[src/hdl/tlvf_pkg.sv]
// shared types, register map and character codes of the text line view filter
`timescale 1ns / 1ps

package tlvf_pkg;

  localparam int NUMBER_DIGITS_DEFAULT = 6;

  // configuration port
  localparam int CFG_ADDR_W = 5;
  localparam int CFG_DATA_W = 32;
  localparam int CFG_INDEX_W = 3;

  // register indexes
  localparam logic [CFG_INDEX_W-1:0] REG_NUMBER_ALL      = 3'd0;
  localparam logic [CFG_INDEX_W-1:0] REG_NUMBER_NONBLANK = 3'd1;
  localparam logic [CFG_INDEX_W-1:0] REG_SQUEEZE_EMPTY   = 3'd2;
  localparam logic [CFG_INDEX_W-1:0] REG_SHOW_LINE_ENDS  = 3'd3;
  localparam logic [CFG_INDEX_W-1:0] REG_SHOW_TAB_MARKS  = 3'd4;
  localparam logic [CFG_INDEX_W-1:0] REG_SHOW_NONPRINT   = 3'd5;

  // character codes
  localparam logic [7:0] CH_TAB      = 8'h09;
  localparam logic [7:0] CH_NEWLINE  = 8'h0A;
  localparam logic [7:0] CH_SPACE    = 8'h20;
  localparam logic [7:0] CH_DOLLAR   = 8'h24;
  localparam logic [7:0] CH_ZERO     = 8'h30;
  localparam logic [7:0] CH_QUESTION = 8'h3F;
  localparam logic [7:0] CH_LETTER_I = 8'h49;
  localparam logic [7:0] CH_CARET    = 8'h5E;
  localparam logic [7:0] CH_DELETE   = 8'h7F;
  localparam logic [7:0] CH_CTRL_MAX = 8'h1F;
  localparam logic [7:0] CH_HIGH_MIN = 8'h80;
  localparam logic [7:0] CARET_OFFSET = 8'd64;

  localparam logic [3:0] DIGIT_NINE = 4'd9;
  localparam logic [1:0] EMPTY_RUN_MAX = 2'd2;

  typedef struct packed {
    logic number_all_lines;
    logic number_nonblank_lines;
    logic squeeze_empty;
    logic show_line_ends;
    logic show_tab_marks;
    logic show_nonprinting;
  } tlvf_cfg_t;

endpackage

[src/hdl/tlvf_in_if.sv]
// input byte channel
`timescale 1ns / 1ps

interface tlvf_in_if;
  logic       valid;
  logic       ready;
  logic [7:0] in_byte;

  modport source (output valid, output in_byte, input ready);
  modport sink (input valid, input in_byte, output ready);
endinterface

[src/hdl/tlvf_out_if.sv]
// output byte channel
`timescale 1ns / 1ps

interface tlvf_out_if;
  logic       valid;
  logic       ready;
  logic [7:0] out_byte;
  logic       last_of_run;

  modport source (output valid, output out_byte, output last_of_run, input ready);
  modport sink (input valid, input out_byte, input last_of_run, output ready);
endinterface

[src/hdl/tlvf_regs.sv]
// apb configuration registers
`timescale 1ns / 1ps

module tlvf_regs (
  input  logic                           clk,
  input  logic                           rst,
  input  logic                           psel,
  input  logic                           penable,
  input  logic                           pwrite,
  input  logic [tlvf_pkg::CFG_ADDR_W-1:0] paddr,
  input  logic [tlvf_pkg::CFG_DATA_W-1:0] pwdata,
  output logic [tlvf_pkg::CFG_DATA_W-1:0] prdata,
  output logic                           pready,
  output tlvf_pkg::tlvf_cfg_t            cfg
);
  import tlvf_pkg::*;

  logic [CFG_INDEX_W-1:0] reg_index;
  logic                   wr_en;
  logic                   rd_bit;

  assign reg_index = paddr[CFG_ADDR_W-1:2];
  assign wr_en     = psel && penable && pwrite;
  assign pready    = 1'b1;

  always_ff @(posedge clk) begin
    if (rst) begin
      cfg <= '0;
    end else if (wr_en) begin
      case (reg_index)
        REG_NUMBER_ALL:      cfg.number_all_lines      <= pwdata[0];
        REG_NUMBER_NONBLANK: cfg.number_nonblank_lines <= pwdata[0];
        REG_SQUEEZE_EMPTY:   cfg.squeeze_empty         <= pwdata[0];
        REG_SHOW_LINE_ENDS:  cfg.show_line_ends        <= pwdata[0];
        REG_SHOW_TAB_MARKS:  cfg.show_tab_marks        <= pwdata[0];
        REG_SHOW_NONPRINT:   cfg.show_nonprinting      <= pwdata[0];
        default: ;
      endcase
    end
  end

  always_comb begin
    case (reg_index)
      REG_NUMBER_ALL:      rd_bit = cfg.number_all_lines;
      REG_NUMBER_NONBLANK: rd_bit = cfg.number_nonblank_lines;
      REG_SQUEEZE_EMPTY:   rd_bit = cfg.squeeze_empty;
      REG_SHOW_LINE_ENDS:  rd_bit = cfg.show_line_ends;
      REG_SHOW_TAB_MARKS:  rd_bit = cfg.show_tab_marks;
      REG_SHOW_NONPRINT:   rd_bit = cfg.show_nonprinting;
      default:             rd_bit = 1'b0;
    endcase
  end

  assign prdata = {{(CFG_DATA_W-1){1'b0}}, rd_bit};

endmodule

[src/hdl/tlvf_expand.sv]
// input register, line state and expansion of one byte into its output run
`timescale 1ns / 1ps

module tlvf_expand #(
  parameter int NUMBER_DIGITS = tlvf_pkg::NUMBER_DIGITS_DEFAULT,
  parameter int RUN_MAX       = NUMBER_DIGITS + 3,
  parameter int CNT_W         = $clog2(RUN_MAX + 1)
) (
  input  logic                clk,
  input  logic                rst,
  input  tlvf_pkg::tlvf_cfg_t cfg,
  tlvf_in_if.sink             bytes_in,
  output logic                exp_valid,
  input  logic                exp_ready,
  output logic [7:0]          exp_bytes [RUN_MAX],
  output logic [CNT_W-1:0]    exp_count
);
  import tlvf_pkg::*;

  localparam int BCD_W = 4 * NUMBER_DIGITS;

  // input register
  logic       held_valid;
  logic [7:0] held_byte;

  // line state
  logic             at_line_start;
  logic [1:0]       empty_run;
  logic [BCD_W-1:0] line_number;

  logic             at_line_start_next;
  logic [1:0]       empty_run_next;
  logic [BCD_W-1:0] line_number_next;

  logic             advance;
  logic             is_newline;
  logic             squeezed;
  logic             numbered;
  logic [7:0]       body0;
  logic [7:0]       body1;
  logic             body_two;
  logic [BCD_W-1:0] bumped;
  logic             carry;
  logic [3:0]       digit;
  logic [7:0]       num_chars [NUMBER_DIGITS];

  always_comb begin
    is_newline = (held_byte == CH_NEWLINE);

    // empty line bookkeeping, only at a line start
    empty_run_next = empty_run;
    if (at_line_start) begin
      if (!is_newline) begin
        empty_run_next = '0;
      end else if (empty_run < EMPTY_RUN_MAX) begin
        empty_run_next = empty_run + 2'd1;
      end
    end
    squeezed = at_line_start && cfg.squeeze_empty && (empty_run_next == EMPTY_RUN_MAX);
    numbered = at_line_start && !squeezed &&
               ((cfg.number_nonblank_lines && !is_newline) || cfg.number_all_lines);
    at_line_start_next = squeezed ? at_line_start : is_newline;

    // counter increment with saturation at all nines
    bumped = line_number;
    carry  = 1'b1;
    for (int i = 0; i < NUMBER_DIGITS; i++) begin
      digit = line_number[4*i +: 4];
      if (carry) begin
        bumped[4*i +: 4] = (digit == DIGIT_NINE) ? 4'd0 : digit + 4'd1;
      end
      carry = carry && (digit == DIGIT_NINE);
    end
    line_number_next = (numbered && !carry) ? bumped : line_number;

    // number text, most significant digit first, leading zeros blank
    for (int k = 0; k < NUMBER_DIGITS; k++) begin
      if ((NUMBER_DIGITS - 1 - k) > 0 &&
          (line_number >> (4 * (NUMBER_DIGITS - 1 - k))) == '0) begin
        num_chars[k] = CH_SPACE;
      end else begin
        num_chars[k] = CH_ZERO + {4'd0, line_number[4*(NUMBER_DIGITS-1-k) +: 4]};
      end
    end

    // body of one or two bytes
    body0    = held_byte;
    body1    = held_byte;
    body_two = 1'b0;
    if (cfg.show_tab_marks && held_byte == CH_TAB) begin
      body0    = CH_CARET;
      body1    = CH_LETTER_I;
      body_two = 1'b1;
    end else if (cfg.show_line_ends && is_newline) begin
      body0    = CH_DOLLAR;
      body_two = 1'b1;
    end else if (cfg.show_nonprinting && !is_newline && held_byte != CH_TAB) begin
      if (held_byte <= CH_CTRL_MAX || held_byte >= CH_HIGH_MIN) begin
        body0    = CH_CARET;
        body1    = held_byte + CARET_OFFSET;
        body_two = 1'b1;
      end else if (held_byte == CH_DELETE) begin
        body0    = CH_CARET;
        body1    = CH_QUESTION;
        body_two = 1'b1;
      end
    end

    // assemble the run
    for (int j = 0; j < RUN_MAX; j++) begin
      exp_bytes[j] = '0;
    end
    if (numbered) begin
      for (int k = 0; k < NUMBER_DIGITS; k++) begin
        exp_bytes[k] = num_chars[k];
      end
      exp_bytes[NUMBER_DIGITS]     = CH_TAB;
      exp_bytes[NUMBER_DIGITS + 1] = body_two ? body0 : body1;
      exp_bytes[NUMBER_DIGITS + 2] = body1;
    end else begin
      exp_bytes[0] = body_two ? body0 : body1;
      exp_bytes[1] = body1;
    end

    if (squeezed) begin
      exp_count = '0;
    end else begin
      exp_count = (numbered ? CNT_W'(NUMBER_DIGITS + 1) : '0) +
                  (body_two ? CNT_W'(2) : CNT_W'(1));
    end
  end

  assign exp_valid        = held_valid && !squeezed;
  assign advance          = held_valid && (squeezed || exp_ready);
  assign bytes_in.ready   = !held_valid || advance;

  always_ff @(posedge clk) begin
    if (rst) begin
      held_valid    <= 1'b0;
      at_line_start <= 1'b1;
      empty_run     <= '0;
      line_number   <= BCD_W'(1);
    end else begin
      if (bytes_in.ready) begin
        held_valid <= bytes_in.valid;
      end
      if (advance) begin
        at_line_start <= at_line_start_next;
        empty_run     <= empty_run_next;
        line_number   <= line_number_next;
      end
    end
  end

  always_ff @(posedge clk) begin
    if (bytes_in.valid && bytes_in.ready) begin
      held_byte <= bytes_in.in_byte;
    end
  end

endmodule

[src/hdl/tlvf_drain.sv]
// result register holding one output run and sending it out byte by byte
`timescale 1ns / 1ps

module tlvf_drain #(
  parameter int NUMBER_DIGITS = tlvf_pkg::NUMBER_DIGITS_DEFAULT,
  parameter int RUN_MAX       = NUMBER_DIGITS + 3,
  parameter int CNT_W         = $clog2(RUN_MAX + 1),
  parameter int IDX_W         = $clog2(RUN_MAX)
) (
  input  logic             clk,
  input  logic             rst,
  input  logic             exp_valid,
  output logic             exp_ready,
  input  logic [7:0]       exp_bytes [RUN_MAX],
  input  logic [CNT_W-1:0] exp_count,
  tlvf_out_if.source       bytes_out
);

  logic [7:0]       run_bytes [RUN_MAX];
  logic [CNT_W-1:0] run_last;
  logic [IDX_W-1:0] idx;
  logic             run_valid;
  logic             at_last;
  logic             take;
  logic             load;

  assign at_last   = (CNT_W'(idx) == run_last);
  assign take      = run_valid && bytes_out.ready;
  assign exp_ready = !run_valid || (take && at_last);
  assign load      = exp_valid && exp_ready;

  assign bytes_out.valid       = run_valid;
  assign bytes_out.out_byte    = run_bytes[idx];
  assign bytes_out.last_of_run = at_last;

  always_ff @(posedge clk) begin
    if (rst) begin
      run_valid <= 1'b0;
      idx       <= '0;
    end else if (load) begin
      run_valid <= 1'b1;
      idx       <= '0;
    end else if (take) begin
      if (at_last) begin
        run_valid <= 1'b0;
      end else begin
        idx <= idx + IDX_W'(1);
      end
    end
  end

  always_ff @(posedge clk) begin
    if (load) begin
      run_bytes <= exp_bytes;
      run_last  <= exp_count - CNT_W'(1);
    end
  end

endmodule

[src/hdl/text_line_view_filter_core.sv]
// top level of the text line view filter
`timescale 1ns / 1ps

// byte stream text filter with line numbering and visible-character modes.
// each input item is one byte; it yields zero to NUMBER_DIGITS+3 output items,
// the last of which carries last_of_run. an accepted byte is held in the
// input register, is expanded by short logic into a whole run (number
// prefix, tab, one or two body bytes) that is loaded into the result
// register, and the run then leaves one byte per cycle while the output is
// ready. a byte that expands to a single output item therefore sustains one
// item per cycle; a byte that expands to more holds later input back until
// its last byte is taken, as there is a single output byte lane. a squeezed
// empty line produces no output and passes without waiting for the output.
// registers (apb, byte address 4*index, bit 0 only): 0 number all lines,
// 1 number non-empty lines, 2 squeeze empty lines, 3 show line ends,
// 4 show tab marks, 5 show nonprinting. write them only while idle.
// the line counter is bcd and holds at all nines.

module text_line_view_filter_core #(
  parameter int NUMBER_DIGITS = tlvf_pkg::NUMBER_DIGITS_DEFAULT
) (
  input  logic                            clk,
  input  logic                            rst,
  input  logic                            psel,
  input  logic                            penable,
  input  logic                            pwrite,
  input  logic [tlvf_pkg::CFG_ADDR_W-1:0] paddr,
  input  logic [tlvf_pkg::CFG_DATA_W-1:0] pwdata,
  output logic [tlvf_pkg::CFG_DATA_W-1:0] prdata,
  output logic                            pready,
  tlvf_in_if.sink                         bytes_in,
  tlvf_out_if.source                      bytes_out
);
  import tlvf_pkg::*;

  // longest run: number digits, tab and two body bytes
  localparam int RUN_MAX = NUMBER_DIGITS + 3;
  localparam int CNT_W   = $clog2(RUN_MAX + 1);
  localparam int IDX_W   = $clog2(RUN_MAX);

  tlvf_cfg_t        cfg;
  logic             exp_valid;
  logic             exp_ready;
  logic [7:0]       exp_bytes [RUN_MAX];
  logic [CNT_W-1:0] exp_count;

  // configuration registers
  tlvf_regs u_regs (
    .clk     (clk),
    .rst     (rst),
    .psel    (psel),
    .penable (penable),
    .pwrite  (pwrite),
    .paddr   (paddr),
    .pwdata  (pwdata),
    .prdata  (prdata),
    .pready  (pready),
    .cfg     (cfg)
  );

  // input register, line state and run assembly
  tlvf_expand #(
    .NUMBER_DIGITS (NUMBER_DIGITS),
    .RUN_MAX       (RUN_MAX),
    .CNT_W         (CNT_W)
  ) u_expand (
    .clk       (clk),
    .rst       (rst),
    .cfg       (cfg),
    .bytes_in  (bytes_in),
    .exp_valid (exp_valid),
    .exp_ready (exp_ready),
    .exp_bytes (exp_bytes),
    .exp_count (exp_count)
  );

  // result register and byte serializer
  tlvf_drain #(
    .NUMBER_DIGITS (NUMBER_DIGITS),
    .RUN_MAX       (RUN_MAX),
    .CNT_W         (CNT_W),
    .IDX_W         (IDX_W)
  ) u_drain (
    .clk       (clk),
    .rst       (rst),
    .exp_valid (exp_valid),
    .exp_ready (exp_ready),
    .exp_bytes (exp_bytes),
    .exp_count (exp_count),
    .bytes_out (bytes_out)
  );

endmodule
[src/flat_wrapper.sv]
// flat-port wrapper written by rule: the top's interface ports become plain ports
module text_line_view_filter_core_flat import tlvf_pkg::*;
#(
  parameter int NUMBER_DIGITS = tlvf_pkg::NUMBER_DIGITS_DEFAULT
)
  (clk, rst, psel, penable, pwrite, paddr, pwdata, prdata, pready, bytes_in_valid, bytes_in_in_byte, bytes_in_ready, bytes_out_valid, bytes_out_out_byte, bytes_out_last_of_run, bytes_out_ready);
  tlvf_in_if bytes_in_i ();
  tlvf_out_if bytes_out_i ();
  input  logic clk;
  input  logic rst;
  input  logic psel;
  input  logic penable;
  input  logic pwrite;
  input  logic [tlvf_pkg::CFG_ADDR_W-1:0] paddr;
  input  logic [tlvf_pkg::CFG_DATA_W-1:0] pwdata;
  output logic [tlvf_pkg::CFG_DATA_W-1:0] prdata;
  output logic pready;
  input wire logic [$bits(bytes_in_i.valid)-1:0] bytes_in_valid;
  input wire logic [$bits(bytes_in_i.in_byte)-1:0] bytes_in_in_byte;
  output wire logic [$bits(bytes_in_i.ready)-1:0] bytes_in_ready;
  output wire logic [$bits(bytes_out_i.valid)-1:0] bytes_out_valid;
  output wire logic [$bits(bytes_out_i.out_byte)-1:0] bytes_out_out_byte;
  output wire logic [$bits(bytes_out_i.last_of_run)-1:0] bytes_out_last_of_run;
  input wire logic [$bits(bytes_out_i.ready)-1:0] bytes_out_ready;
  assign bytes_in_i.valid = bytes_in_valid;
  assign bytes_in_i.in_byte = bytes_in_in_byte;
  assign bytes_in_ready = bytes_in_i.ready;
  assign bytes_out_valid = bytes_out_i.valid;
  assign bytes_out_out_byte = bytes_out_i.out_byte;
  assign bytes_out_last_of_run = bytes_out_i.last_of_run;
  assign bytes_out_i.ready = bytes_out_ready;
  text_line_view_filter_core #(.NUMBER_DIGITS(NUMBER_DIGITS)) u_core (.clk(clk), .rst(rst), .psel(psel), .penable(penable), .pwrite(pwrite), .paddr(paddr), .pwdata(pwdata), .prdata(prdata), .pready(pready), .bytes_in(bytes_in_i), .bytes_out(bytes_out_i));
endmodule
[config.mk]
export PLATFORM = sky130hd
export DESIGN_NAME = text_line_view_filter_core_flat
export DESIGN_NICKNAME = d
export VERILOG_FILES = /design/src/hdl/tlvf_pkg.sv /design/src/hdl/tlvf_in_if.sv /design/src/hdl/tlvf_out_if.sv /design/src/hdl/tlvf_regs.sv /design/src/hdl/tlvf_expand.sv /design/src/hdl/tlvf_drain.sv /design/src/hdl/text_line_view_filter_core.sv /design/src/flat_wrapper.sv
export SDC_FILE = /design/constraint.sdc
export NUM_CORES = 1
export LEC_CHECK = 0
export BUFFER_PORTS_ARGS = -buffer_cell sky130_fd_sc_hd__buf_2
export CAP_MARGIN = 20
export CORE_MARGIN = 5
export CORE_UTILIZATION = 30
export DETAILED_ROUTE_END_ITERATION = 7
export PLACE_DENSITY = 0.48
export SLEW_MARGIN = 20
export SYNTH_ARGS = -nofsm -noshare
export SYNTH_HDL_FRONTEND = slang
export SYNTH_HIERARCHICAL = 1
export SYNTH_SLANG_ARGS = --single-unit
[constraint.sdc]
create_clock -name clk -period 4.3 [get_ports clk]
set_input_delay 0.43 -clock clk [delete_from_list [all_inputs] [get_ports clk]]
set_output_delay 0.43 -clock clk [all_outputs]
set_load 0.05 [all_outputs]
-- Word-level counts from Yosys, hierarchy flattened
Index checks and enable logic that the tools add are counted.
- order comparisons: 4
- eq/ne operators: 17
- bitwise gates (word level): 4
- reductions and logical operators: 60
- $add $sub $neg: 17
- multiplexer cells: 42
- operator list (kind ; number):
    24-bit zero test ; 5
    8-bit two-way mux ; 13
    6-bit by 4-bit adder with 7-bit output, first input constant ; 6
    8-bit binary-select mux with 4-bit select ; 1
    4-bit by 1-bit adder with 4-bit output, second input constant ; 7
    4-bit two-way mux ; 7
    4-bit == test, second input constant ; 6
    1-bit logical AND ; 23
    20-bit two-way mux ; 1
    2-bit AND reduction ; 10
    6-bit two-way mux ; 3
    8-bit by 4-bit == test with 1-bit output, second input constant ; 2
    16-bit two-way mux ; 1
    3-bit AND reduction ; 5
    7-bit two-way mux ; 2
    8-bit by 7-bit adder with 8-bit output, second input constant ; 1
    8-bit by 7-bit == test with 1-bit output, second input constant ; 1
    8-bit >= comparator, second input constant ; 1
    8-bit by 5-bit <= comparator with 1-bit output, second input constant ; 1
    1-bit two-way mux ; 8
    2-bit two-way mux ; 4
    8-bit by 4-bit != test with 1-bit output, second input constant ; 1
    2-bit OR reduction ; 4
    3-bit by 2-bit == test with 1-bit output, second input constant ; 2
    17 further kinds ; 29
- register bits: 119
- input bits: 52
- output and inout bits: 44

-- Logic depth before layout (Yosys ltp)
Gate-level depths: netlist (run 1).
- word-level depth: 13
- depth in mapped cells: 12
- gate-level depth less buffers: 11

-- By module
Netlist (run 1), hierarchy kept.
- modules (own cells, without submodules) (module ; area each (um2) ; times used ; cells an instance ; seq. area each (um2)):
    tlvf_drain ; 3190.6 ; 1 ; 165 ; 2382.3
    tlvf_expand ; 2776.4 ; 1 ; 359 ; 800.8
    tlvf_regs ; 601.8 ; 1 ; 69 ; 120.1

-- Worst setup path after synthesis (run 1)
No wires, ideal clock.
- kind: register to register
- start point: reg u_core.u_expand.held_byte[6]
- end point: reg u_core/u_drain/run_bytes[0] (netlist bit), enable pin
- path slack: 834 ps
- arrival time: 3024 ps
- cell stages (with the launch flop): 8
- cells stage by stage: edfxtp_1 -> inv_1 -> ha_1 -> nor4b_4 -> nand2_1 -> nor2_1 -> nor2b_1 -> and2_1
- cells in the longest elaborated chain, start to end: 8
- RTL lines (element ; line ; text):
    start: declaration ; tlvf_expand.sv:24 ; logic [7:0] held_byte;
    start signal: assignment ; tlvf_expand.sv:157 ; held_byte <= bytes_in.in_byte;
    8-bit by 4-bit == test with 1-bit output ; tlvf_expand.sv:48 ; is_newline = (held_byte == CH_NEWLINE);
    2-bit two-way mux ; tlvf_expand.sv:53 ; if (!is_newline) begin
    2-bit two-way mux ; tlvf_expand.sv:52 ; if (at_line_start) begin
    2-bit == test ; tlvf_expand.sv:59 ; squeezed = at_line_start && cfg.squeeze_empty && (empty_run_next == EMPTY_RUN_MAX);
    1-bit logical AND ; tlvf_expand.sv:59 ;
    1-bit zero test ; tlvf_expand.sv:133 ; assign exp_valid = held_valid && !squeezed;
    1-bit logical AND ; tlvf_expand.sv:133 ;
    named net u_core.exp_valid ; text_line_view_filter_core.sv:42 ; logic exp_valid;
    1-bit logical AND ; tlvf_drain.sv:30 ; assign load = exp_valid && exp_ready;
    named net u_core.u_drain.load ; tlvf_drain.sv:25 ; logic load;
    end signal: assignment ; tlvf_drain.sv:54 ; run_bytes <= exp_bytes;
    end: declaration ; tlvf_drain.sv:19 ; logic [7:0] run_bytes [RUN_MAX];
The timed path passes the listed nets, and every way through them passes these cells.
A chain may end at the register's enable or synchronous reset.

-- Worst setup path after layout (run 1)
- start point: reg u_core.u_expand.held_byte[6]
- end point: reg u_core.u_drain.run_last[2] (data pin)
- cells in the longest elaborated chain, start to end: 12
- elaborated cells between the ends (all ways): 31
- those cells by class: 2 x add/sub; 2 x order compare; 5 x eq/ne; 10 x mux; 12 x reduce/logical
- RTL lines (element ; line ; text):
    parallel branches: the longest is 10 deep, another holds 8-bit by 5-bit <= comparator with 1-bit output ; -- ;
    4-bit two-way mux * ; tlvf_expand.sv:125 ; if (squeezed) begin
    named net u_core.exp_count[0] ; text_line_view_filter_core.sv:45 ; logic [CNT_W-1:0] exp_count;
    4-bit by 1-bit subtractor with 4-bit output * ; tlvf_drain.sv:55 ; run_last <= exp_count - CNT_W'(1);
    end signal: assignment ; tlvf_drain.sv:55 ;
    end: declaration ; tlvf_drain.sv:20 ; logic [CNT_W-1:0] run_last;
Mark *: on every way through the listed nets, which the timed path passes.

==> metrics.cfg, run 1 <==
[outcome]
run_status = finished, final reports clean

[worst_setup_path]
r2r_cells = 11
crit_required_ns = 4.46
crit_slowest_cell = sky130_fd_sc_hd__or4b_1
worst-endpoint-arrival_ns = 3.54
reg2reg_to = u_core/u_drain/run_last[2]
worst_path_largest_cell_delay_ns = 0.57
timing.setup.critical_path_class = flop to flop
reg2reg_from = u_core/u_expand/held_byte[6]
crit_path_frequent_cell = sky130_fd_sc_hd__ha_1
worst-path-stages = 11
cp.buffers_inverters = 2
nature_of_the_critical_path_endpoint = flop
reg2reg_slack_ns = 0.92
path_delay_family = compound AO/OA/AOI/OAI gates
crit_path_max_fanout = 6
crit_path_cells = inv_1, ha_1, or4b_1, o31ai_1, a31oi_1, a31o_2, ha_1, nor2b_1, inv_1, ha_1, xor2_1
startpoint_type = flop

[logic_synthesis]
post_synth_instance_area_um2 = 6570
synth_sequential_area_ratio = 0.503
synthCells = 593
post_synth_most_frequent_cells = sky130_fd_sc_hd__edfxtp_1, sky130_fd_sc_hd__buf_4, sky130_fd_sc_hd__dfxtp_1, sky130_fd_sc_hd__nor2_1, sky130_fd_sc_hd__nand2_1
synthMostInstantiatedCell = sky130_fd_sc_hd__edfxtp_1
yosys_synthesis_warning_count = 6
post_synth_num_cell_types = 63
asyncSetResetFlopFracSynth = 0
fraction_of_post_synthesis_cell_area_in_the_top_cell_type_by_area = 0.384
postSynth.topFlopCell = sky130_fd_sc_hd__edfxtp_1
avg_cell_area_syn_um2 = 11.1
synthDominantAreaCellType = sky130_fd_sc_hd__edfxtp_1
yosys-top-cells-area = sky130_fd_sc_hd__edfxtp_1, sky130_fd_sc_hd__dfxtp_1, sky130_fd_sc_hd__buf_4
number_of_enable_type_register_cells_in_the_synthesized_netlist = 84
ys_ff_latch = 123

[sta]
timing.final.max_slew_violations = 0
relSlewSlack = 0.367
hold_viol_final = 0
final.setup_skew_ns = 0.00909
worst_max_slew_pin_slew_ns = 0.940
rsz0062_at_grt = no
min_tclk_post_route_ns = 3.38
timing.final.setup_violations = 0
hold_ws_ns = 0.192
setup_slack_ns = 0.917
maximum_operating_frequency_mhz = 296
layout_worst_path_cycle_share = 0.787
totalNegativeSetupSlack_ns = 0

[floorplan]
core_um2 = 21700
dieWidth_um = 158
row_count = 54
io_pins = 96
fp.dieArea_um2 = 25000
die-height_um = 158
floorplan.initialDensity = 0.303

[drt]
drtIter0Drc = 357
drt_first_pass_iters = 4
drc = 0
num_vias = 4385
detail_route.vias_per_cell = 4.86
drt_wl_total_mm = 14.3
antenna_left = 0
detail_route.wl_per_cell_um = 15.8

[grt]
track_usage = 0.119
grt_overflow_total = 0
grt_pass1_vias = 4392
grt_first_pass_wirelength_mm = 23.2
pin_count_of_the_biggest_net_entering_global_routing = 77
grt_antenna_before_repair = 0

[cts]
postCtsSetupRepairBufs = 0
htreeDepth = 4
cts_hold_buffers = 0
cts_made_buffers = 17
clock_pin_slew_on_the_worst_setup_and_hold_paths_ns = 0.05
clkSinkCount = 123
cts-resized-gates = 0
clk-insertion-delay-late_ns = 0.41
cts-root-buf = sky130_fd_sc_hd__clkbuf_16
tritoncts = done
clockBufferDepth = 2

[flow_run]
maxCapViolCount = 0

[finish]
post_route_cells_drive_above_1_share = 0.154
filler_cell_count = 2168
finalNetCount = 670
ff_latch_area_um2 = 3300
antenna-diode-count = 0
multi_input_comb_area_um2 = 2760
synthToLayoutAreaGrowth_pct = 10.6

[min_path]
worst_hold_path.endpoint = u_core/u_expand/held_byte[1]
hold_path_startpoint = bytes_in_in_byte[1]
hold_depth = 1
hold_path.class = input pin to flop

[placement]
dpl.hpwl_mm = 9.88
placement.setup.worst_slack_ns = 0.965
place_congestion = 0.738
placement.io_buffers = 30

[pwr]
report.power.total_w = 0.00285
power.density_nw_per_um2 = 392
ir_worst_vdd_v = 0.000252
power.static_leakage_nw = 2.55

## worst max path at each step
stage	end	slack (ns)	from
global placement	u_core/u_drain/run_last[2]	0.97	u_core/u_expand/held_byte[6]
detailed placement	u_core/u_drain/run_last[2]	0.97	u_core/u_expand/held_byte[6]
global route	u_core/u_drain/run_last[2]	0.71	u_core/u_expand/held_byte[6]
floorplan	u_core/u_drain/run_bytes[0]	0.83	u_core/u_expand/held_byte[6]
finish	u_core/u_drain/run_last[2]	0.92	u_core/u_expand/held_byte[6]
CTS	u_core/u_drain/run_last[2]	0.94	u_core/u_expand/held_byte[6]
## report_power, final
| part | internal, W | total, W | switching, W |
|---|---|---|---|
| registers | 0.00131 | 0.00133 | 0.0000234 |
| logic | 0.0000568 | 0.000222 | 0.000165 |
| clock network | 0.000804 | 0.00130 | 0.000491 |
| total | 0.00217 | 0.00285 | 0.000680 |
## kinds of logic (layout without fill, tap and decap cells)
family                   count (synthesis)  after routing  synth area share
AND/OR/NAND/NOR                        197            197             0.174
flip-flops                             123            123             0.503
buffers and inverters                  109             95             0.103
AO/OA/AOI/OAI                          107            107             0.101
multiplexers                            38             38            0.0910
adder cells (fa/ha/maj)                  8              8            0.0152
XOR/XNOR                                 8              8            0.0107
other                                    3             47           0.00171
## layer usage
metal / up-vias / global-route usage / routed length [µm] / share of wire
met2: 107 / 0.193 / 6930 / 0.49
met3: 17 / 0.0257 / 633 / 0.044
met1: 2127 / 0.154 / 6480 / 0.45
li1: 2134 / - / - / -
met5: - / 0 / 0 / 0
met4: 0 / 0.0467 / 222 / 0.016
## area by class of cell
type	instances	area share
clock buffers	24	0.0636
clock inverters	8	0.00982
inverters	25	0.0129
multi-input cells	405	0.380
flip-flops and latches	123	0.455
well taps	280	0.0482
repair buffers	38	0.0307
## placed cells by master, fill, tap and decap left out, types with 17 or more instances in the layout
| cell type | count |
|---|---|
| sky130_fd_sc_hd__mux4_2 | 17 |
| sky130_fd_sc_hd__and2_1 | 19 |
| sky130_fd_sc_hd__edfxtp_1 | 84 |
| sky130_fd_sc_hd__nor2_1 | 37 |
| sky130_fd_sc_hd__inv_1 | 24 |
| sky130_fd_sc_hd__conb_1 | 47 |
| sky130_fd_sc_hd__buf_2 | 30 |
| sky130_fd_sc_hd__clkbuf_16 | 17 |
| sky130_fd_sc_hd__a21oi_1 | 33 |
| sky130_fd_sc_hd__nand2_1 | 36 |
| sky130_fd_sc_hd__mux2i_1 | 17 |
| sky130_fd_sc_hd__o21ai_0 | 27 |
| sky130_fd_sc_hd__dfxtp_1 | 39 |
## registers in the layout, indices dropped and copies added, names as in the netlist
| signal | cells |
|---|---|
| u_core/u_drain/run_bytes | 72 |
| u_core/u_expand/line_number | 24 |
| u_core/u_expand/held_byte | 8 |
| u_core/u_regs/cfg | 6 |
| u_core/u_drain/idx | 4 |
| u_core/u_drain/run_last | 4 |
| u_core/u_expand/empty_run | 2 |
| u_core/u_drain/bytes_out.valid | 1 |
| u_core/u_expand/at_line_start | 1 |
| u_core/u_expand/held_valid | 1 |
## per-stage QoR
step,instance area (µm²),util,cells
after floorplan,6730,-,637
after global placement,6730,0.310,871
after detailed placement,6730,0.310,871
after CTS,7260,0.335,903
after global routing,7260,0.335,903
final,7260,0.335,903
(Power assumes the default switching activity.)
==> run 2: changes to the inputs <==
- PLACE_DENSITY: 0.48 -> 0.5
- clock period: 4.3 -> 2.8 ns (I/O delays scaled with it)
==> run 2 against run 1 <==
  * Sequential share of layout area is 1.8 points lower
  * Clock power up 64%
  * Non-clock buffer count grew 26
  * Combinational power rose by 67%
  * Critical path depth unchanged
  * Global-route usage grew 0.12 points
  * Register-to-register slack got worse by 0.79 ns
  * Utilization increased by 1.4 points
  * Sequential cell count stayed put
==> metrics.cfg, run 2 (synthesis gave the netlist of run 1 again) <==
[outcome]
run_status = finished, final reports clean

[cts]
clkSinkCount = 123  ; unchanged
tritoncts = done
cts_hold_buffers = 0  ; unchanged
cts_made_buffers = 17  ; unchanged
cts-root-buf = sky130_fd_sc_hd__clkbuf_16
htreeDepth = 4  ; unchanged
clk-insertion-delay-late_ns = 0.41  ; about the same
clockBufferDepth = 2  ; unchanged
clock_pin_slew_on_the_worst_setup_and_hold_paths_ns = 0.05  ; about the same

[finish]
final-instance-count-excl-fill = 928  ; +2.8%
layout_common_cells = sky130_fd_sc_hd__edfxtp_1, sky130_fd_sc_hd__conb_1, sky130_fd_sc_hd__dfxtp_1
finalNetCount = 696  ; +3.9%
post_route_cells_drive_above_1_share = 0.207  ; +0.0527
registers_with_the_most_flip_flops = u_core/u_drain/run_bytes (72), u_core/u_expand/line_number (24), u_core/u_expand/held_byte (8)
antenna-diode-count = 0  ; unchanged
fin_util = 0.349  ; +0.0137
synthToLayoutAreaGrowth_pct = 15.1
largest_register_ff_count = 72  ; unchanged
layout.cells.most_common = sky130_fd_sc_hd__edfxtp_1
layout.cell_area.non_filler_um2 = 7560  ; +4.1%
top_register = u_core/u_drain/run_bytes

[placement]
place_congestion = 0.773  ; +4.8%
place_area_um2 = 6930  ; +3.0%
placement.io_buffers = 30  ; unchanged
dpl.hpwl_mm = 10.2  ; +3.3%
cell_total_after_placement = 893  ; +2.5%
placement.setup.worst_slack_ns = 0.00614  ; -0.959 ns

[floorplan]
floorplan.initialDensity = 0.303  ; unchanged
fp.dieArea_um2 = 25000  ; unchanged
io_pins = 96  ; unchanged
row_count = 54  ; unchanged
core_um2 = 21700  ; unchanged
die-height_um = 158  ; unchanged
dieWidth_um = 158  ; unchanged

[min_path]
hold_depth = 1  ; unchanged
hold_path.class = input pin to flop

[sta]
hold_viol_final = 0  ; unchanged
setup_slack_ns = 0.123  ; -0.794 ns
min_tclk_post_route_ns = 2.68  ; -0.706 ns
layout_worst_path_cycle_share = 0.956  ; +0.169
maximum_operating_frequency_mhz = 374  ; +26%
timing.final.max_slew_violations = 0  ; unchanged
worst_max_slew_pin_slew_ns = 0.736  ; -0.205 ns
final.setup_skew_ns = 0.00772  ; -0.00137 ns
timing.final.setup_violations = 0  ; unchanged
relSlewSlack = 0.510  ; +0.142

[grt]
grt_overflow_total = 0  ; unchanged
grt_pass1_vias = 4431  ; +0.89%
grt_antenna_before_repair = 0  ; unchanged
grt_first_pass_wirelength_mm = 23.3  ; +0.36%
track_usage = 0.120  ; +0.00123
pin_count_of_the_biggest_net_entering_global_routing = 77  ; unchanged

[pwr]
power.static_leakage_nw = 2.71  ; +6.0%
ir_worst_vdd_v = 0.000394  ; +57%
share_of_total_power_in_sequential_cells = 0.449  ; -0.018
p_sw_frac = 0.229  ; -0.00947
switching_power_w = 0.00104  ; +53%
p_int_w = 0.00349  ; +61%
power.density_nw_per_um2 = 600  ; +53%
share_comb_of_total_power = 0.082  ; +0.004
clock_power_share = 0.469  ; +0.014

[drt]
drt_wl_total_mm = 14.5  ; +1.3%
antenna_left = 0  ; unchanged
drtIter0Drc = 246  ; -31%
num_vias = 4436  ; +1.2%
drc = 0  ; unchanged
drt_first_pass_iters = 5  ; +1
detail_route.vias_per_cell = 4.78  ; -1.6%
detail_route.wl_per_cell_um = 15.6  ; -1.5%

[flow_run]
maxCapViolCount = 0  ; unchanged

[worst_setup_path]
worst-endpoint-arrival_ns = 2.85  ; -0.69 ns
crit_required_ns = 2.97  ; -1.49 ns
startpoint_type = flop
crit_path_max_fanout = 3  ; -3
nature_of_the_critical_path_endpoint = flop
reg2reg_slack_ns = 0.12  ; -0.79 ns
timing.setup.critical_path_class = flop to flop
r2r_cells = 11  ; unchanged

run 2: cell count changes in the layout (fill, tap and decap cells not counted), moves of 2 or more:
cell / delta
sky130_fd_sc_hd__inv_2: +3
sky130_fd_sc_hd__inv_1: -3
sky130_fd_sc_hd__bufinv_16: +2
sky130_fd_sc_hd__buf_4: +26
sky130_fd_sc_hd__ha_4: +2
sky130_fd_sc_hd__ha_1: -3
run 2: critical path, cell delays in order, from the launching register on:
cell,delay [ns]
sky130_fd_sc_hd__edfxtp_1,0.40
sky130_fd_sc_hd__inv_2,0.10
sky130_fd_sc_hd__ha_4,0.13
sky130_fd_sc_hd__or4b_4,0.49
sky130_fd_sc_hd__o31ai_4,0.22
sky130_fd_sc_hd__a31oi_2,0.07
sky130_fd_sc_hd__a31o_2,0.27
sky130_fd_sc_hd__ha_4,0.26
sky130_fd_sc_hd__nor2b_4,0.14
sky130_fd_sc_hd__inv_2,0.04
sky130_fd_sc_hd__ha_2,0.17
sky130_fd_sc_hd__xor2_1,0.15
run 2: worst paths after layout:
check,start,end
hold reg to reg,u_core/u_expand/line_number[4],u_core/u_expand/line_number[4]
setup / recovery,u_core/u_expand/held_byte[6],u_core/u_drain/run_last[2]
hold / removal,bytes_in_in_byte[0],u_core/u_expand/held_byte[0]
setup reg to reg,u_core/u_expand/held_byte[6],u_core/u_drain/run_last[2]
run 2: repair_timing:
item,CTS,global route
pin swaps,1,1
buffers inserted,2,2
cloned,0,0
endpoints found under the setup margin,1,18
resized for setup,3,6
run 2: layer usage:
layer	up-vias	routed length, µm	global-route usage
li1	2186	-	-
met1	2162	6570	0.156
met2	79	7120	0.192
met3	9	594	0.0323
met4	0	165	0.0426
met5	-	0	0
run 2: power by group through the flow:
stage	Clock (W)	Sequential (W)	Combinational (W)
after floorplan	0	0.00207	0.000338
after CTS	0.00218	0.00204	0.000371
final	0.00213	0.00204	0.000371
after global routing	0.00228	0.00204	0.000401
after detailed placement	0	0.00207	0.000368
after global placement	0	0.00207	0.000363
run 2: final cells by class:
cell class                      count  area (µm²)
Tap cell                          280         350
Multi-Input combinational cell    405        2830
Fill cell                        2128       14100
Sequential cell                   123        3300
Clock inverter                      9         123
Clock buffer                       22         444
Timing Repair Buffer               64         418
Inverter                           25        93.8
run 2: stage by stage:
step | power, W | TNS, ns | hold slack [ns]
2_1_floorplan | 0.00240 | 0 | 0.349
3_3_place_gp | 0.00243 | 0 | 0.457
3_5_place_dp | 0.00244 | 0 | 0.458
4_1_cts | 0.00459 | 0 | 0.0132
5_1_grt | 0.00472 | -0.00644 | 0.0114
6_report | 0.00453 | 0 | 0.0414
==> run 3: changes to the inputs <==
- ABC_AREA: default -> 1
==> run 3 against run 2 <==
  * Power up 2.5%
  * Synthesized area up 3.6%
  * Sequential power about the same
  * Hold slack is essentially flat
  * Worst setup slack improved by 0.084 ns
  * Count of clock-buffer cells in the layout is 2 lower
  * Critical endpoint unchanged
  * Final cell count grew 25%
==> metrics.cfg, run 3 <==
[cts]
clk-insertion-delay-late_ns = 0.42  ; about the same
cts_made_buffers = 17  ; unchanged
cts-resized-gates = 0  ; -3
htreeDepth = 4  ; unchanged
cts-root-buf = sky130_fd_sc_hd__clkbuf_16
clkSinkCount = 123  ; unchanged
cts_hold_buffers = 0  ; unchanged
tritoncts = done
postCtsSetupRepairBufs = 0  ; -2
clockBufferDepth = 2  ; unchanged
clock_pin_slew_on_the_worst_setup_and_hold_paths_ns = 0.05  ; about the same

[worst_setup_path]
crit_required_ns = 2.96  ; about the same
nature_of_the_critical_path_endpoint = flop
reg2reg_slack_ns = 0.21  ; +0.08 ns
worst_path_largest_cell_delay_ns = 0.41  ; -0.08 ns
crit_path_cells = inv_1, ha_1, inv_1, nor2_4, nand2_2, nand3_2, inv_1, nand3_1, nand2_2, nor2_4, nand2_1, ha_1, inv_1, nor2_2, inv_1, ha_1, xor2_1
worst-endpoint-arrival_ns = 2.76  ; -0.09 ns
timing.setup.critical_path_class = flop to flop
reg2reg_from = u_core/u_expand/held_byte[6]
crit_path_max_fanout = 5  ; +2
cp.buffers_inverters = 5  ; +3
path_delay_family = simple AND/OR/NAND/NOR gates
crit_path_frequent_cell = sky130_fd_sc_hd__inv_1
startpoint_type = flop
crit_slowest_cell = sky130_fd_sc_hd__edfxtp_1
r2r_cells = 17  ; +6
reg2reg_to = u_core/u_drain/run_last[2]

[drt]
drt_first_pass_iters = 4  ; -1
detail_route.wl_per_cell_um = 13.1  ; -16%
drtIter0Drc = 356  ; +45%
antenna_left = 0  ; unchanged
num_vias = 5050  ; +14%
drt_wl_total_mm = 15.2  ; +5.2%
detail_route.vias_per_cell = 4.35  ; -8.9%
drc = 0  ; unchanged

[logic_synthesis]
post_synth_num_cell_types = 36  ; -43%
avg_cell_area_syn_um2 = 8.19  ; -26%
synthMostInstantiatedCell = sky130_fd_sc_hd__nor2_1
fraction_of_post_synthesis_cell_area_in_the_top_cell_type_by_area = 0.371  ; -0.0134
synth_sequential_area_ratio = 0.485  ; -0.0176
yosys_synthesis_warning_count = 6  ; unchanged
asyncSetResetFlopFracSynth = 0  ; unchanged
synthCells = 831  ; +40%
ys_ff_latch = 123  ; unchanged
number_of_enable_type_register_cells_in_the_synthesized_netlist = 84  ; unchanged
post_synth_most_frequent_cells = sky130_fd_sc_hd__nor2_1, sky130_fd_sc_hd__nand2_1, sky130_fd_sc_hd__inv_1, sky130_fd_sc_hd__edfxtp_1, sky130_fd_sc_hd__buf_4
postSynth.topFlopCell = sky130_fd_sc_hd__edfxtp_1
post_synth_instance_area_um2 = 6810  ; +3.6%
yosys-top-cells-area = sky130_fd_sc_hd__edfxtp_1, sky130_fd_sc_hd__dfxtp_1, sky130_fd_sc_hd__nor2_1
synthDominantAreaCellType = sky130_fd_sc_hd__edfxtp_1

[grt]
grt_antenna_before_repair = 0  ; unchanged
grt_overflow_total = 0  ; unchanged
pin_count_of_the_biggest_net_entering_global_routing = 37  ; -52%
grt_pass1_vias = 4912  ; +11%
grt_first_pass_wirelength_mm = 25.0  ; +7.2%
track_usage = 0.121  ; +0.00146

[sta]
worst_max_slew_pin_slew_ns = 0.763  ; +0.0270 ns
layout_worst_path_cycle_share = 0.926  ; -0.0300
timing.final.setup_violations = 0  ; unchanged
setup_slack_ns = 0.207  ; +0.0841 ns
maximum_operating_frequency_mhz = 386  ; +3.2%
final.setup_skew_ns = 0.0117  ; +0.00397 ns
relSlewSlack = 0.491  ; -0.0186
totalNegativeSetupSlack_ns = 0  ; unchanged
hold_viol_final = 0  ; unchanged
min_tclk_post_route_ns = 2.59  ; -0.0841 ns
timing.final.max_slew_violations = 0  ; unchanged

[floorplan]
fp.dieArea_um2 = 25800  ; +3.4%
dieWidth_um = 161  ; +1.7%
row_count = 55  ; +1.9%
io_pins = 96  ; unchanged
die-height_um = 161  ; +1.7%
core_um2 = 22500  ; +3.8%
floorplan.initialDensity = 0.302  ; -0.000399

[pwr]
power.static_leakage_nw = 3.29  ; +22%
ir_worst_vdd_v = 0.000302  ; -24%
power.density_nw_per_um2 = 603  ; +0.63%

[finish]
antenna-diode-count = 0  ; unchanged
largest_register_ff_count = 72  ; unchanged
registers_with_the_most_flip_flops = u_core/u_drain/run_bytes (72), u_core/u_expand/line_number (24), u_core/u_expand/held_byte (8)
layout.cells.most_common = sky130_fd_sc_hd__nor2_1
synthToLayoutAreaGrowth_pct = 13.1
multi_input_comb_area_um2 = 2760  ; -2.3%
layout_common_cells = sky130_fd_sc_hd__nor2_1, sky130_fd_sc_hd__nand2_1, sky130_fd_sc_hd__inv_1
finalNetCount = 922  ; +32%
post_route_cells_drive_above_1_share = 0.143  ; -0.0639
filler_cell_count = 2362  ; +11%
final-instance-count-excl-fill = 1160  ; +25%
ff_latch_area_um2 = 3300  ; unchanged
top_register = u_core/u_drain/run_bytes

[placement]
place_congestion = 0.830  ; +7.4%
placement.setup.worst_slack_ns = 0.136  ; +0.130 ns
placement.io_buffers = 30  ; unchanged
cell_total_after_placement = 1128  ; +26%
dpl.hpwl_mm = 11.2  ; +9.9%

[outcome]
run_status = finished, final reports clean

[flow_run]
maxCapViolCount = 0  ; unchanged

[min_path]
worst_hold_path.endpoint = u_core/u_expand/held_byte[6]
hold_path.class = input pin to flop
hold_path_startpoint = bytes_in_in_byte[6]
hold_depth = 1  ; unchanged

-- run 3: changes by cell type after synthesis, moves of 20 or more --
| cell | before | now |
|---|---|---|
| sky130_fd_sc_hd__inv_1 | 24 | 91 |
| sky130_fd_sc_hd__nand2_1 | 36 | 145 |
| sky130_fd_sc_hd__o21ai_0 | 27 | 52 |
| sky130_fd_sc_hd__nor2_1 | 37 | 151 |
| sky130_fd_sc_hd__and2_1 | 20 | 0 |
| sky130_fd_sc_hd__nand3_1 | 7 | 51 |
-- run 3: worst max path at each step --
stage / slack, ns / from / end / depth (start not counted)
after global routing: -0.01 / u_core/u_expand/held_byte[6] / u_core/u_drain/run_last[2] / 17
after detailed placement: 0.14 / u_core/u_expand/held_byte[6] / u_core/u_drain/run_last[2] / 17
after CTS: 0.12 / u_core/u_expand/held_byte[6] / u_core/u_drain/run_last[2] / 17
after floorplan: 0.12 / u_core/u_expand/held_byte[6] / u_core/u_drain/run_bytes[0] / 12
after global placement: 0.16 / u_core/u_expand/held_byte[6] / u_core/u_drain/run_last[2] / 17
final: 0.21 / u_core/u_expand/held_byte[6] / u_core/u_drain/run_last[2] / 17
-- run 3: final cells by class --
| type | instances | share of cell area |
|---|---|---|
| timing repair buffer | 47 | 0.0409 |
| tap | 285 | 0.0463 |
| clock buffer | 20 | 0.0567 |
| multi-input combinational | 572 | 0.359 |
| sequential | 123 | 0.429 |
| inverter | 101 | 0.0492 |
| clock inverter | 12 | 0.0192 |
-- run 3: routing by layer --
metal | vias to the layer above | global-route usage | part of all wire
met3 | 13 | 0.0234 | 0.035
met5 | - | 0 | 0
met4 | 0 | 0.0438 | 0.012
met1 | 2276 | 0.158 | 0.47
met2 | 88 | 0.201 | 0.48
li1 | 2673 | - | -
-- run 3: report_power, final --
part           switching [W]  leakage (nW)  internal, W
registers          0.0000303          1.10      0.00202
logic               0.000329          1.91    0.0000929
clock network       0.000776         0.286      0.00139
total                0.00114          3.29      0.00351
-- run 3: metrics by stage --
step                power [W]  area [µm²]   util  hold WS [ns]
finish                0.00465        7700  0.342        0.0419
global route          0.00484        7700  0.342        0.0319
CTS                   0.00471        7690  0.342        0.0318
detailed placement    0.00252        7110  0.316         0.467
global placement      0.00252        7110  0.316         0.463
floorplan             0.00245        6970      -         0.349
-- run 3: cell families (layout without fill, tap and decap cells) --
group                    after synthesis  in the layout  synth area share
flip-flops                           123            123             0.485
buffers and inverters                180            180             0.134
other                                  3             47           0.00165
adder cells (fa/ha/maj)                8              8            0.0147
AND/OR/NAND/NOR                      402            402             0.264
AO/OA/AOI/OAI                        107            107            0.0897
XOR/XNOR                               8              8            0.0103
